$ cat config.mk
export PLATFORM = sky130hd
export DESIGN_NAME = top_k_address_table
export DESIGN_NICKNAME = d
export VERILOG_FILES = /design/src/sv/tkat_pkg.sv /design/src/sv/tkat_cell.sv /design/src/sv/tkat_ctrl.sv /design/src/sv/top_k_address_table.sv
export SDC_FILE = /design/constraint.sdc
export NUM_CORES = 2
export LEC_CHECK = 0
export BUFFER_PORTS_ARGS = -buffer_cell sky130_fd_sc_hd__clkbuf_2
export CORE_MARGIN = 3
export CORE_UTILIZATION = 60
export CTS_BUF_LIST = sky130_fd_sc_hd__clkbuf_4 sky130_fd_sc_hd__clkbuf_8 sky130_fd_sc_hd__clkbuf_16
export CTS_CLUSTER_SIZE = 16
export DETAILED_ROUTE_END_ITERATION = 6
export PLACE_DENSITY = 0.87
export SLEW_MARGIN = 15
export SYNTH_ARGS = -nofsm -noshare
export SYNTH_HDL_FRONTEND = slang
export SYNTH_SLANG_ARGS = --single-unit
$ cat constraint.sdc
create_clock -name clk -period 12.3 [get_ports clk]
set_input_delay 1.845 -clock clk [delete_from_list [all_inputs] [get_ports clk]]
set_output_delay 1.845 -clock clk [all_outputs]
set_load 0.01 [all_outputs]
$ cat src/sv/tkat_pkg.sv
// ----------------------------------------------------------------------------
// tkat_pkg
// Shared types and constants for the top-k address table: the table size,
// the request types, the action codes, the slot entry, the request and result transactions, and the shift control.
// ----------------------------------------------------------------------------
package tkat_pkg;

    // Number of slots in the table (1 to 8)
    localparam int TABLE_SLOTS = 8;
    localparam int SLOT_W      = (TABLE_SLOTS > 1) ? $clog2(TABLE_SLOTS) : 1;
    localparam logic [SLOT_W-1:0] LAST_IDX = SLOT_W'(TABLE_SLOTS - 1);

    // Request types
    localparam logic REQ_UPDATE = 1'b0;
    localparam logic REQ_READ   = 1'b1;

    // Result action codes
    localparam logic [2:0] ACT_IGNORE  = 3'd0;
    localparam logic [2:0] ACT_REFRESH = 3'd1;
    localparam logic [2:0] ACT_INSERT  = 3'd2;
    localparam logic [2:0] ACT_REPLACE = 3'd3;
    localparam logic [2:0] ACT_DROP    = 3'd4;
    localparam logic [2:0] ACT_READ    = 3'd5;

    // One table slot
    typedef struct packed {
        logic [31:0] addr;
        logic        is_ipv6;
        logic [15:0] proto;
        logic [31:0] count;
    } tkat_entry_t;

    // Request transaction
    typedef struct packed {
        logic        req_type;
        logic [31:0] ip_addr;
        logic        is_ipv6;
        logic [15:0] proto_code;
        logic [31:0] hit_count;
        logic [2:0]  read_slot;
    } tkat_in_t;

    // Result transaction
    typedef struct packed {
        logic [2:0]  action;
        logic [2:0]  slot;
        logic [31:0] entry_addr;
        logic        entry_is_ipv6;
        logic [15:0] entry_proto;
        logic [31:0] entry_count;
    } tkat_out_t;

    // Shift control from the controller to the cell chain
    typedef struct packed {
        logic        en;
        tkat_entry_t data;
    } tkat_shift_t;

endpackage

$ cat src/sv/tkat_cell.sv
// ----------------------------------------------------------------------------
// tkat_cell
// One slot of the table. Holds an entry and hands it to its neighbor
// toward the head of the chain on every shift.
// ----------------------------------------------------------------------------
module tkat_cell (
    input  logic                  clk,
    input  logic                  rst_n,
    input  logic                  shift_en,
    input  tkat_pkg::tkat_entry_t d,
    output tkat_pkg::tkat_entry_t q
);
    import tkat_pkg::*;

    tkat_entry_t entry_reg;

    // Load the neighbor's entry on a shift, hold otherwise
    always_ff @(posedge clk or negedge rst_n)
    begin
        if (!rst_n)
        begin
            entry_reg <= '0;
        end
        else if (shift_en)
        begin
            entry_reg <= d;
        end
    end

    assign q = entry_reg;

endmodule

$ cat src/sv/tkat_ctrl.sv
// ----------------------------------------------------------------------------
// tkat_ctrl
// Sequencer of the table. Watches the entry at the head of the rotating
// cell chain: a scan pass looks for a match, an empty slot and the minimum
// count; a write pass puts the modified entry back and captures the result.
// ----------------------------------------------------------------------------
module tkat_ctrl (
    input  logic                  clk,
    input  logic                  rst_n,
    input  logic                  in_valid,
    output logic                  in_ready,
    input  tkat_pkg::tkat_in_t    in_data,
    output logic                  out_valid,
    input  logic                  out_ready,
    output tkat_pkg::tkat_out_t   out_data,
    input  tkat_pkg::tkat_entry_t head,
    output tkat_pkg::tkat_shift_t shift
);
    import tkat_pkg::*;

    localparam logic [1:0] ST_IDLE  = 2'd0;
    localparam logic [1:0] ST_SCAN  = 2'd1;
    localparam logic [1:0] ST_WRITE = 2'd2;
    localparam logic [1:0] ST_DONE  = 2'd3;

    logic [1:0]        state_reg, state_next;
    logic [SLOT_W-1:0] idx_reg, idx_next;
    tkat_in_t          req_reg, req_next;
    logic [2:0]        kind_reg, kind_next;
    logic [SLOT_W-1:0] tgt_reg, tgt_next;
    logic              hit_reg, hit_next;
    logic              found_reg, found_next;
    logic [31:0]       best_reg, best_next;
    logic [SLOT_W-1:0] best_idx_reg, best_idx_next;
    tkat_out_t         res_reg, res_next;
    tkat_out_t         out_reg, out_next;
    logic              out_valid_reg, out_valid_next;

    // Control registers
    always_ff @(posedge clk or negedge rst_n)
    begin
        if (!rst_n)
        begin
            state_reg     <= ST_IDLE;
            idx_reg       <= '0;
            hit_reg       <= 1'b0;
            found_reg     <= 1'b0;
            out_valid_reg <= 1'b0;
        end
        else
        begin
            state_reg     <= state_next;
            idx_reg       <= idx_next;
            hit_reg       <= hit_next;
            found_reg     <= found_next;
            out_valid_reg <= out_valid_next;
        end
    end

    // Payload registers
    always_ff @(posedge clk)
    begin
        req_reg      <= req_next;
        kind_reg     <= kind_next;
        tgt_reg      <= tgt_next;
        best_reg     <= best_next;
        best_idx_reg <= best_idx_next;
        res_reg      <= res_next;
        out_reg      <= out_next;
    end

    // Sequence one transaction through scan and write passes
    always_comb
    begin
        tkat_entry_t new_e;
        tkat_entry_t mod_e;
        logic        last;

        state_next     = state_reg;
        idx_next       = idx_reg;
        req_next       = req_reg;
        kind_next      = kind_reg;
        tgt_next       = tgt_reg;
        hit_next       = hit_reg;
        found_next     = found_reg;
        best_next      = best_reg;
        best_idx_next  = best_idx_reg;
        res_next       = res_reg;
        out_next       = out_reg;
        out_valid_next = out_valid_reg && !out_ready;

        new_e.addr    = req_reg.ip_addr;
        new_e.is_ipv6 = req_reg.is_ipv6;
        new_e.proto   = req_reg.proto_code;
        new_e.count   = req_reg.hit_count;
        mod_e         = head;
        last          = (idx_reg == LAST_IDX);

        shift.en   = 1'b0;
        shift.data = head;

        unique case (state_reg)
            ST_IDLE:
            begin
                if (in_valid)
                begin
                    req_next      = in_data;
                    idx_next      = '0;
                    hit_next      = 1'b0;
                    found_next    = 1'b0;
                    best_next     = in_data.hit_count;
                    best_idx_next = '0;
                    res_next      = '0;
                    if (in_data.req_type == REQ_READ)
                    begin
                        if (32'(in_data.read_slot) < 32'(TABLE_SLOTS))
                        begin
                            kind_next  = ACT_READ;
                            tgt_next   = SLOT_W'(in_data.read_slot);
                            state_next = ST_WRITE;
                        end
                        else
                        begin
                            res_next.action = ACT_READ;
                            res_next.slot   = in_data.read_slot;
                            state_next      = ST_DONE;
                        end
                    end
                    else if (in_data.hit_count == 32'd0)
                    begin
                        res_next.action = ACT_IGNORE;
                        state_next      = ST_DONE;
                    end
                    else
                    begin
                        state_next = ST_SCAN;
                    end
                end
            end

            ST_SCAN:
            begin
                // Rotate unchanged; note the first match or empty slot
                shift.en = 1'b1;
                if (!hit_reg)
                begin
                    if (head.addr == req_reg.ip_addr)
                    begin
                        hit_next  = 1'b1;
                        kind_next = ACT_REFRESH;
                        tgt_next  = idx_reg;
                    end
                    else if (head.count == 32'd0)
                    begin
                        hit_next  = 1'b1;
                        kind_next = ACT_INSERT;
                        tgt_next  = idx_reg;
                    end
                end
                // Track the lowest-index strictly smaller count
                if (head.count < best_reg)
                begin
                    best_next     = head.count;
                    best_idx_next = idx_reg;
                    found_next    = 1'b1;
                end
                if (last)
                begin
                    idx_next = '0;
                    if (hit_next)
                    begin
                        state_next = ST_WRITE;
                    end
                    else if (found_next)
                    begin
                        kind_next  = ACT_REPLACE;
                        tgt_next   = best_idx_next;
                        state_next = ST_WRITE;
                    end
                    else
                    begin
                        res_next        = '0;
                        res_next.action = ACT_DROP;
                        state_next      = ST_DONE;
                    end
                end
                else
                begin
                    idx_next = idx_reg + SLOT_W'(1);
                end
            end

            ST_WRITE:
            begin
                // Rotate, modifying the target entry as it passes the head
                shift.en = 1'b1;
                if (idx_reg == tgt_reg)
                begin
                    case (kind_reg) inside
                        ACT_REFRESH:
                        begin
                            mod_e.count = req_reg.hit_count;
                        end
                        ACT_INSERT, ACT_REPLACE:
                        begin
                            mod_e = new_e;
                        end
                        default:
                        begin
                            mod_e = head;
                        end
                    endcase
                    shift.data             = mod_e;
                    res_next.action        = kind_reg;
                    res_next.slot          = 3'(idx_reg);
                    res_next.entry_addr    = mod_e.addr;
                    res_next.entry_is_ipv6 = mod_e.is_ipv6;
                    res_next.entry_proto   = mod_e.proto;
                    res_next.entry_count   = mod_e.count;
                end
                if (last)
                begin
                    idx_next   = '0;
                    state_next = ST_DONE;
                end
                else
                begin
                    idx_next = idx_reg + SLOT_W'(1);
                end
            end

            ST_DONE:
            begin
                // Hand the result to the output register once it is free
                if (!out_valid_reg || out_ready)
                begin
                    out_next       = res_reg;
                    out_valid_next = 1'b1;
                    state_next     = ST_IDLE;
                end
            end

            default:
            begin
                state_next = ST_IDLE;
            end
        endcase
    end

    assign in_ready  = (state_reg == ST_IDLE);
    assign out_valid = out_valid_reg;
    assign out_data  = out_reg;

endmodule

$ cat src/sv/top_k_address_table.sv
// ----------------------------------------------------------------------------
// top_k_address_table
// Table of address/count slots that keeps the largest counters, built as a
// rotating chain of slot cells with one compare unit at the head.
// ----------------------------------------------------------------------------
// Sequence from input accept to result valid: an update runs a scan pass and
//   then a write pass over the slots, a dropped update only the scan pass, a
//   read only the write pass, and an ignored update neither.
// Flow: one transaction at a time; the next is accepted when the result is
//   raised; a result still waiting at the output holds the block until it is taken.
// Reset: asynchronous, clears every slot to empty at once; no clearing pass.
// ----------------------------------------------------------------------------
module top_k_address_table (
    input  logic                clk,
    input  logic                rst_n,
    input  logic                in_valid,
    output logic                in_ready,
    input  tkat_pkg::tkat_in_t  in_data,
    output logic                out_valid,
    input  logic                out_ready,
    output tkat_pkg::tkat_out_t out_data
);
    import tkat_pkg::*;

    tkat_entry_t cell_q [TABLE_SLOTS];
    tkat_shift_t shift;

    // Sequencer with the head compare unit
    tkat_ctrl u_ctrl (
        .clk       (clk),
        .rst_n     (rst_n),
        .in_valid  (in_valid),
        .in_ready  (in_ready),
        .in_data   (in_data),
        .out_valid (out_valid),
        .out_ready (out_ready),
        .out_data  (out_data),
        .head      (cell_q[0]),
        .shift     (shift)
    );

    // Chain of slot cells; the tail takes the entry fed back from the head
    genvar g;
    generate
        for (g = 0; g < TABLE_SLOTS; g++)
        begin : g_cell
            if (g == TABLE_SLOTS - 1)
            begin : g_tail
                tkat_cell u_cell (
                    .clk      (clk),
                    .rst_n    (rst_n),
                    .shift_en (shift.en),
                    .d        (shift.data),
                    .q        (cell_q[g])
                );
            end
            else
            begin : g_body
                tkat_cell u_cell (
                    .clk      (clk),
                    .rst_n    (rst_n),
                    .shift_en (shift.en),
                    .d        (cell_q[g+1]),
                    .q        (cell_q[g])
                );
            end
        end
    endgenerate

    // The chain never rotates while the block waits for a transaction
    a_idle_no_shift: assert property (@(posedge clk) disable iff (!rst_n)
        in_ready |-> !shift.en)
        else $error("cell chain shifted while idle");

    // An accepted transaction occupies the block in the next cycle
    a_accept_busy: assert property (@(posedge clk) disable iff (!rst_n)
        (in_valid && in_ready) |=> !in_ready)
        else $error("block ready right after accepting a transaction");

    // Ignored and dropped results carry no slot and no entry
    a_empty_result: assert property (@(posedge clk) disable iff (!rst_n)
        (out_valid && (out_data.action == ACT_IGNORE || out_data.action == ACT_DROP))
        |-> (out_data.slot == 3'd0 && out_data.entry_count == 32'd0
             && out_data.entry_addr == 32'd0))
        else $error("ignored or dropped result carries entry data");

    // A slot written by an update always holds a nonzero count
    a_written_count: assert property (@(posedge clk) disable iff (!rst_n)
        (out_valid && (out_data.action == ACT_REFRESH || out_data.action == ACT_INSERT
                       || out_data.action == ACT_REPLACE))
        |-> (out_data.entry_count != 32'd0))
        else $error("updated slot holds a zero count");

endmodule

* Yosys cells after proc, flatten, opt, wreduce, memory -nomap -nowiden *
Cells that the tools add are included.

storage, ports and cells
  input port bits = 89
  output and inout bits = 89
  bits in registers = 952
  logic and storage cells = 156

cells by class
  reduce and logical (&&, ||, !) cells = 20
  equal/unequal tests = 18
  add/sub/neg operators = 1
  mux-type cells = 59
  order comparisons = 1

operator list
  kind                                                   count
  two-way mux 87 bit                                     5
  case mux 87 bit (3 select lines)                       1
  two-way mux 81 bit                                     2
  two-way mux 32 bit                                     4
  two-way mux 49 bit                                     2
  zero test 32 bit                                       2
  case mux 32 bit (2 select lines)                       1
  two-way mux 3 bit                                      19
  equality test 32 bit                                   1
  < comparator 32 bit                                    1
  case mux 3 bit (2 select lines)                        4
  two-way mux 2 bit                                      7
  inequality test 2 x 1 -> 1 bit, second input constant  6
  two-way mux 1 bit                                      11
  case mux 2 bit (4 select lines)                        1
  AND reduction 2 bit                                    4
  equality test 3 x 2 -> 1 bit, second input constant    2
  inequality test 2 bit, second input constant           3
  AND reduction 3 bit                                    2
  AND reduction 6 bit                                    1
  equality test 2 bit, second input constant             2
  case mux 1 bit (2 select lines)                        2
  AND reduction 4 bit                                    1
  nonzero test 2 bit                                     2
  11 further kinds                                       13

* Logic depth before layout (Yosys ltp) *
  depth in word-level cells = 8
  mapped depth = 9
  gate-level depth less buffers = 9

* Hierarchy *
A second synthesis with hierarchy kept.

second synthesis, totals
  cell total of the unflattened synthesis = 2,358
  area total of the unflattened synthesis = 40,875.5 µm²

modules (own cells, without submodules)
  module     cells each  sequential area each (µm²)  instances  area each (µm²)
  tkat_cell  171         2,026.9                     8          3,410.8
  tkat_ctrl  990         9,088.7                     1          13,589.3

* Least setup slack after synthesis *
Ideal clock, no wire load.

  kind = reg-to-reg
  from = register g_cell[0].g_body.u_cell.entry_reg (netlist bit g_cell[0].g_body.u_cell.q[15])
  to = register u_ctrl.res_reg[0] in the netlist's numbering, enable pin
  arrival time = 5,936 ps
  slack = 5,827 ps
  buffers on the path = 0
  required time = 11,763 ps
  period minus slack after synthesis = 6,473 ps
  library setup time = 537 ps
  stages on the path, launching flop included = 9
  cell sequence = dfrtp_1 > ha_1 > nand4_1 > or2_1 > o41ai_2 > or3_1 > a21oi_4 > or4_1 > a221oi_2

on the way
  cells in the longest elaborated chain, start to end = 7
  elaborated cells on any way between the ends = 11
  those cells by class = order compare: 1; eq/ne: 2; mux: 6; reduce/logical: 2

ends and longest elaborated chain
  what                                                                         line             source
  start: declaration                                                           tkat_cell.sv:15  tkat_entry_t entry_reg;
  start signal: assignment                                                     tkat_cell.sv:22  entry_reg <= '0;
  start signal: assignment                                                     tkat_cell.sv:26  entry_reg <= d;
  parallel branches: the longest is 6 deep, another holds < comparator 32 bit  --
  AND reduction 6 bit (no source line) (*)                                     --
  end signal: assignment                                                       tkat_ctrl.sv:68  res_reg <= res_next;
  end: declaration                                                             tkat_ctrl.sv:35  tkat_out_t res_reg, res_next;

Mark *: on every way between the ends. The select of a mux whose other input is x is not followed.
A chain may end at the register's enable or synchronous reset.

* Worst setup path after layout *
  from = register g_cell[0].g_body.u_cell.entry_reg (netlist bit g_cell[0].g_body.u_cell.q[30])
  to = register u_ctrl.res_reg[7] in the netlist's numbering, enable pin

The elaborated chain is that of the path after synthesis.

==> PnR_summary.wiki <==
{| class="wikitable"
! Metric !! Value
|-
| Outcome || finished clean
|-
| Top flip-flop cell by instance count after synthesis || dfrtp_1
|-
| Timing-limited maximum frequency || 205 MHz
|-
| Critical path cell sequence || ha_1, nand4_1, nor4_1, a21oi_4, or4_1, a221oi_4, buf_4, buf_4
|-
| Overall via count from detail_route || 20400
|-
| Post-synthesis share of cell area spent on xor and xnor gates || 0.00827
|-
| Pins over their slew limit || 0
|-
| Post-synthesis instance area || 0.0371 mm2
|-
| Remaining DRCs || 0
|-
| Internal reg-to-reg setup slack || 7420 ps
|-
| Kind of end point of the critical path || register
|-
| Synth Area in Compound Gates || 0.0336
|-
| Routed wire length || 74.3 mm
|-
| Critical path destination || u_ctrl.res_reg[7]
|-
| Post-route setup TNS || 0 ps
|-
| Drt first pass iters || 7
|-
| Multiplexer fraction of the synthesized cell area || 0.205
|-
| Largest family of logic cells by synthesized area || multiplexers
|-
| Die W || 255 um
|-
| Crit path required time || 12570 ps
|-
| Headroom to the max-slew limit || 0.183
|-
| Initial standard-cell utilization of the core || 0.611
|-
| Core Area || 0.0607 mm2
|-
| Simple-Gate Fraction of Synth Area || 0.0408
|-
| Input/output buffers || 177
|-
| Crit-path max cell delay || 760 ps
|-
| Standard-cell row count || 90
|-
| Die height || 255 um
|-
| Critical path startpoint category || register
|-
| Flip-flop count of the largest register after layout || 567
|-
| Max-cap check violation count || 0
|-
| CTS resizes || 0
|-
| Leakage power summed over all cells || 16.8 nW
|-
| Main area contributors after synthesis || dfrtp_1, edfxtp_1, mux2_2
|-
| Count of endpoints failing hold in the final timing report || 0
|-
| Type of the worst setup path || reg2reg
|-
| Number of synthesized register bits || 952
|-
| Worst-case setup slack after placement || 7490 ps
|-
| Number of global-route vias before repair || 21700
|-
| Net Count, Synth || 2572
|-
| Most Frequent Cell on Critical Path || buf_4
|-
| Arrival time reported for the critical path endpoint || 5160 ps
|-
| Gr ovfl total || 0
|-
| Routability congestion estimate from global placement || 0.853
|-
| Clock Skews || 30.4 ps
|-
| Cell taking the most area after synthesis || dfrtp_1
|-
| Final HPWL from detailed placement || 44.1 mm
|-
| Number of cells on the worst reg-to-reg path || 8
|-
| Arithmetic-cell share of the synthesized area counting full adders, half adders and majority gates || 0.0125
|-
| Setup bufs post-CTS || 0
|-
| Post-cts hold buffer count || 0
|-
| Post-route antenna net violation count || 0
|-
| Clock insertion delay at the later pin of the skew report || 670 ps
|-
| Highest ir drop seen on vdd || 0.279 mV
|-
| Area share of the largest cell type after synthesis || 0.443
|-
| Cell with the largest stage delay on the worst path || nor4_1
|-
| Die outline area || 0.0648 mm2
|-
| Clock root buffer || clkbuf_16
|-
| Share of the cycle needed by the critical path after routing || 0.397
|-
| Core occupancy in the finished layout || 0.693
|-
| Filler Cell Count || 3641
|-
| Mean Syn Cell Area || 15.2 um2
|-
| WL/cell || 21.4 um
|-
| Clock net sink count || 952
|-
| Critical path startpoint || g_cell[0].g_body.u_cell.q[30]
|-
| Worst flop-to-flop path startpoint || g_cell[0].g_body.u_cell.q[30]
|-
| Ratio of routed vias to standard cells || 5.87
|-
| Count of boundary I/O pins || 178
|-
| Pin count of the biggest net entering global routing || 220
|-
| Final Power || 0.0138 W
|-
| Pwr per Cell Area || 327 mW/mm2
|-
| Crit path time final || 4880 ps
|-
| Yosys cell types || 49
|-
| Crit Path Max Fanout || 50
|-
| HP Class || reg2reg
|-
| Total track usage || 0.232
|-
| Count of synthesis-stage warnings from yosys || 0
|-
| Initial detailed-routing violation count || 1466
|-
| Number of antenna violations at the first check in global routing || 3
|-
| Worst-case clock buffer depth || 3
|-
| Layout cells sized above 1 || 0.364
|-
| Sequential cell area fraction in the yosys report || 0.683
|-
| Cells after Synth || 2446
|-
| Number of enable-type register cells in the synthesized netlist || 296
|-
| Async SR Flop Fraction || 0.689
|-
| Clock-pin slew on the worst setup and hold paths || 60 ps
|-
| Number of H-tree levels || 3
|-
| Post-layout net count || 2742
|-
| Setup-failing EPs final || 0
|-
| RSZ-0062 raised after global routing || false
|-
| CTS tree || yes
|-
| Transition time at the pin with the least slew margin || 1230 ps
|-
| Global-route wire length before repair || 118 mm
|-
| Num CTS Buffers || 93
|-
| Synthesis-to-finish area growth || 13.5%
|-
| Capture point of the worst reg-to-reg path || u_ctrl.res_reg[7]
|-
| Final Worst Setup Slack || 7420 ps
|}
[worst min path at each step]
stage / start / to / cells after the start
6_report: u_ctrl.res_reg[24] / u_ctrl.out_data[24] / 0
5_1_grt: u_ctrl.res_reg[22] / u_ctrl.out_data[22] / 0
4_1_cts: u_ctrl.res_reg[7] / u_ctrl.out_data[7] / 0
3_5_place_dp: u_ctrl.res_reg[41] / u_ctrl.out_data[41] / 0
3_3_place_gp: u_ctrl.res_reg[47] / u_ctrl.out_data[47] / 0
2_1_floorplan: u_ctrl.res_reg[0] / u_ctrl.out_data[0] / 0
[power by group]
part	total, W	leakage, nW	internal (W)	switching [W]
Clock	0.00302	1.68	0.00179	0.00123
Combinational	0.00484	4.86	0.00249	0.00234
Sequential	0.00590	10.3	0.00504	0.000853
Total	0.0138	16.8	0.00933	0.00443
[cell families after synthesis]
group,after synthesis
muxes,686
xor gates and xnor gates,35
AOI/OAI and AO/OA,222
adders and majority gates,37
DFF,952
and+or+nand+nor,352
buffers and inverters,162
[cells in the mapped netlist, types with 4 or more instances]
cell type,n
and2_1,8
xnor2_1,35
nand2b_1,7
a21oi_1,176
o21ai_0,15
mux2_2,599
edfxtp_1,296
nor4_1,20
mux2i_1,87
nor2_1,98
clkbuf_1,113
buf_2,8
inv_1,38
dfrtp_1,656
nand4_1,17
nand2_1,176
nand3_1,10
a31oi_1,4
ha_1,37
o21a_1,4
[through the flow]
step | hold WS, ps | cells | area, um2
2_1_floorplan | 400 | 2446 | 37100
3_3_place_gp | 401 | 3303 | 38700
3_5_place_dp | 405 | 3303 | 38700
4_1_cts | 418 | 3479 | 42100
5_1_grt | 423 | 3479 | 42100
6_report | 419 | 3480 | 42100
[worst max-delay path, delay by kind of cell (launching register included)]
family	cells	cell delay, ps
buf+inv	2	1190
simple gates	3	1460
fa+ha+maj	1	370
compound gates	2	920
flops	1	440
[metal layers]
layer | up-vias | global-route usage | wire, um
met3 | 169 | 0.0427 | 3810
li1 | 9125 | - | -
met2 | 572 | 0.389 | 37300
met1 | 10600 | 0.304 | 30800
met4 | 6 | 0.0943 | 2360
met5 | - | 0 | 36
[area by class of cell]
cell class / instances / area [um2] / share of cell area
inverters: 39 / 146 / 0.00348
diodes: 1 / 2.50 / 0.0000595
multi-input cells: 1332 / 11200 / 0.266
clock buffers: 135 / 2830 / 0.0672
repair buffers: 198 / 1090 / 0.0260
flip-flops and latches: 952 / 25300 / 0.601
clock inverters: 41 / 517 / 0.0123
well taps: 782 / 978 / 0.0232
[cell usage in the layout (no fill, tap or decap), types with 20 or more instances in the layout]
cell	instances
dfrtp_1	656
mux2_2	599
nand2_1	175
xnor2_1	35
nor4_1	20
clkbuf_16	98
mux2i_1	87
nor2_1	95
ha_1	35
inv_1	38
edfxtp_1	296
clkbuf_4	21
a21oi_1	176
clkbuf_2	176
(Power assumes the default switching activity.)
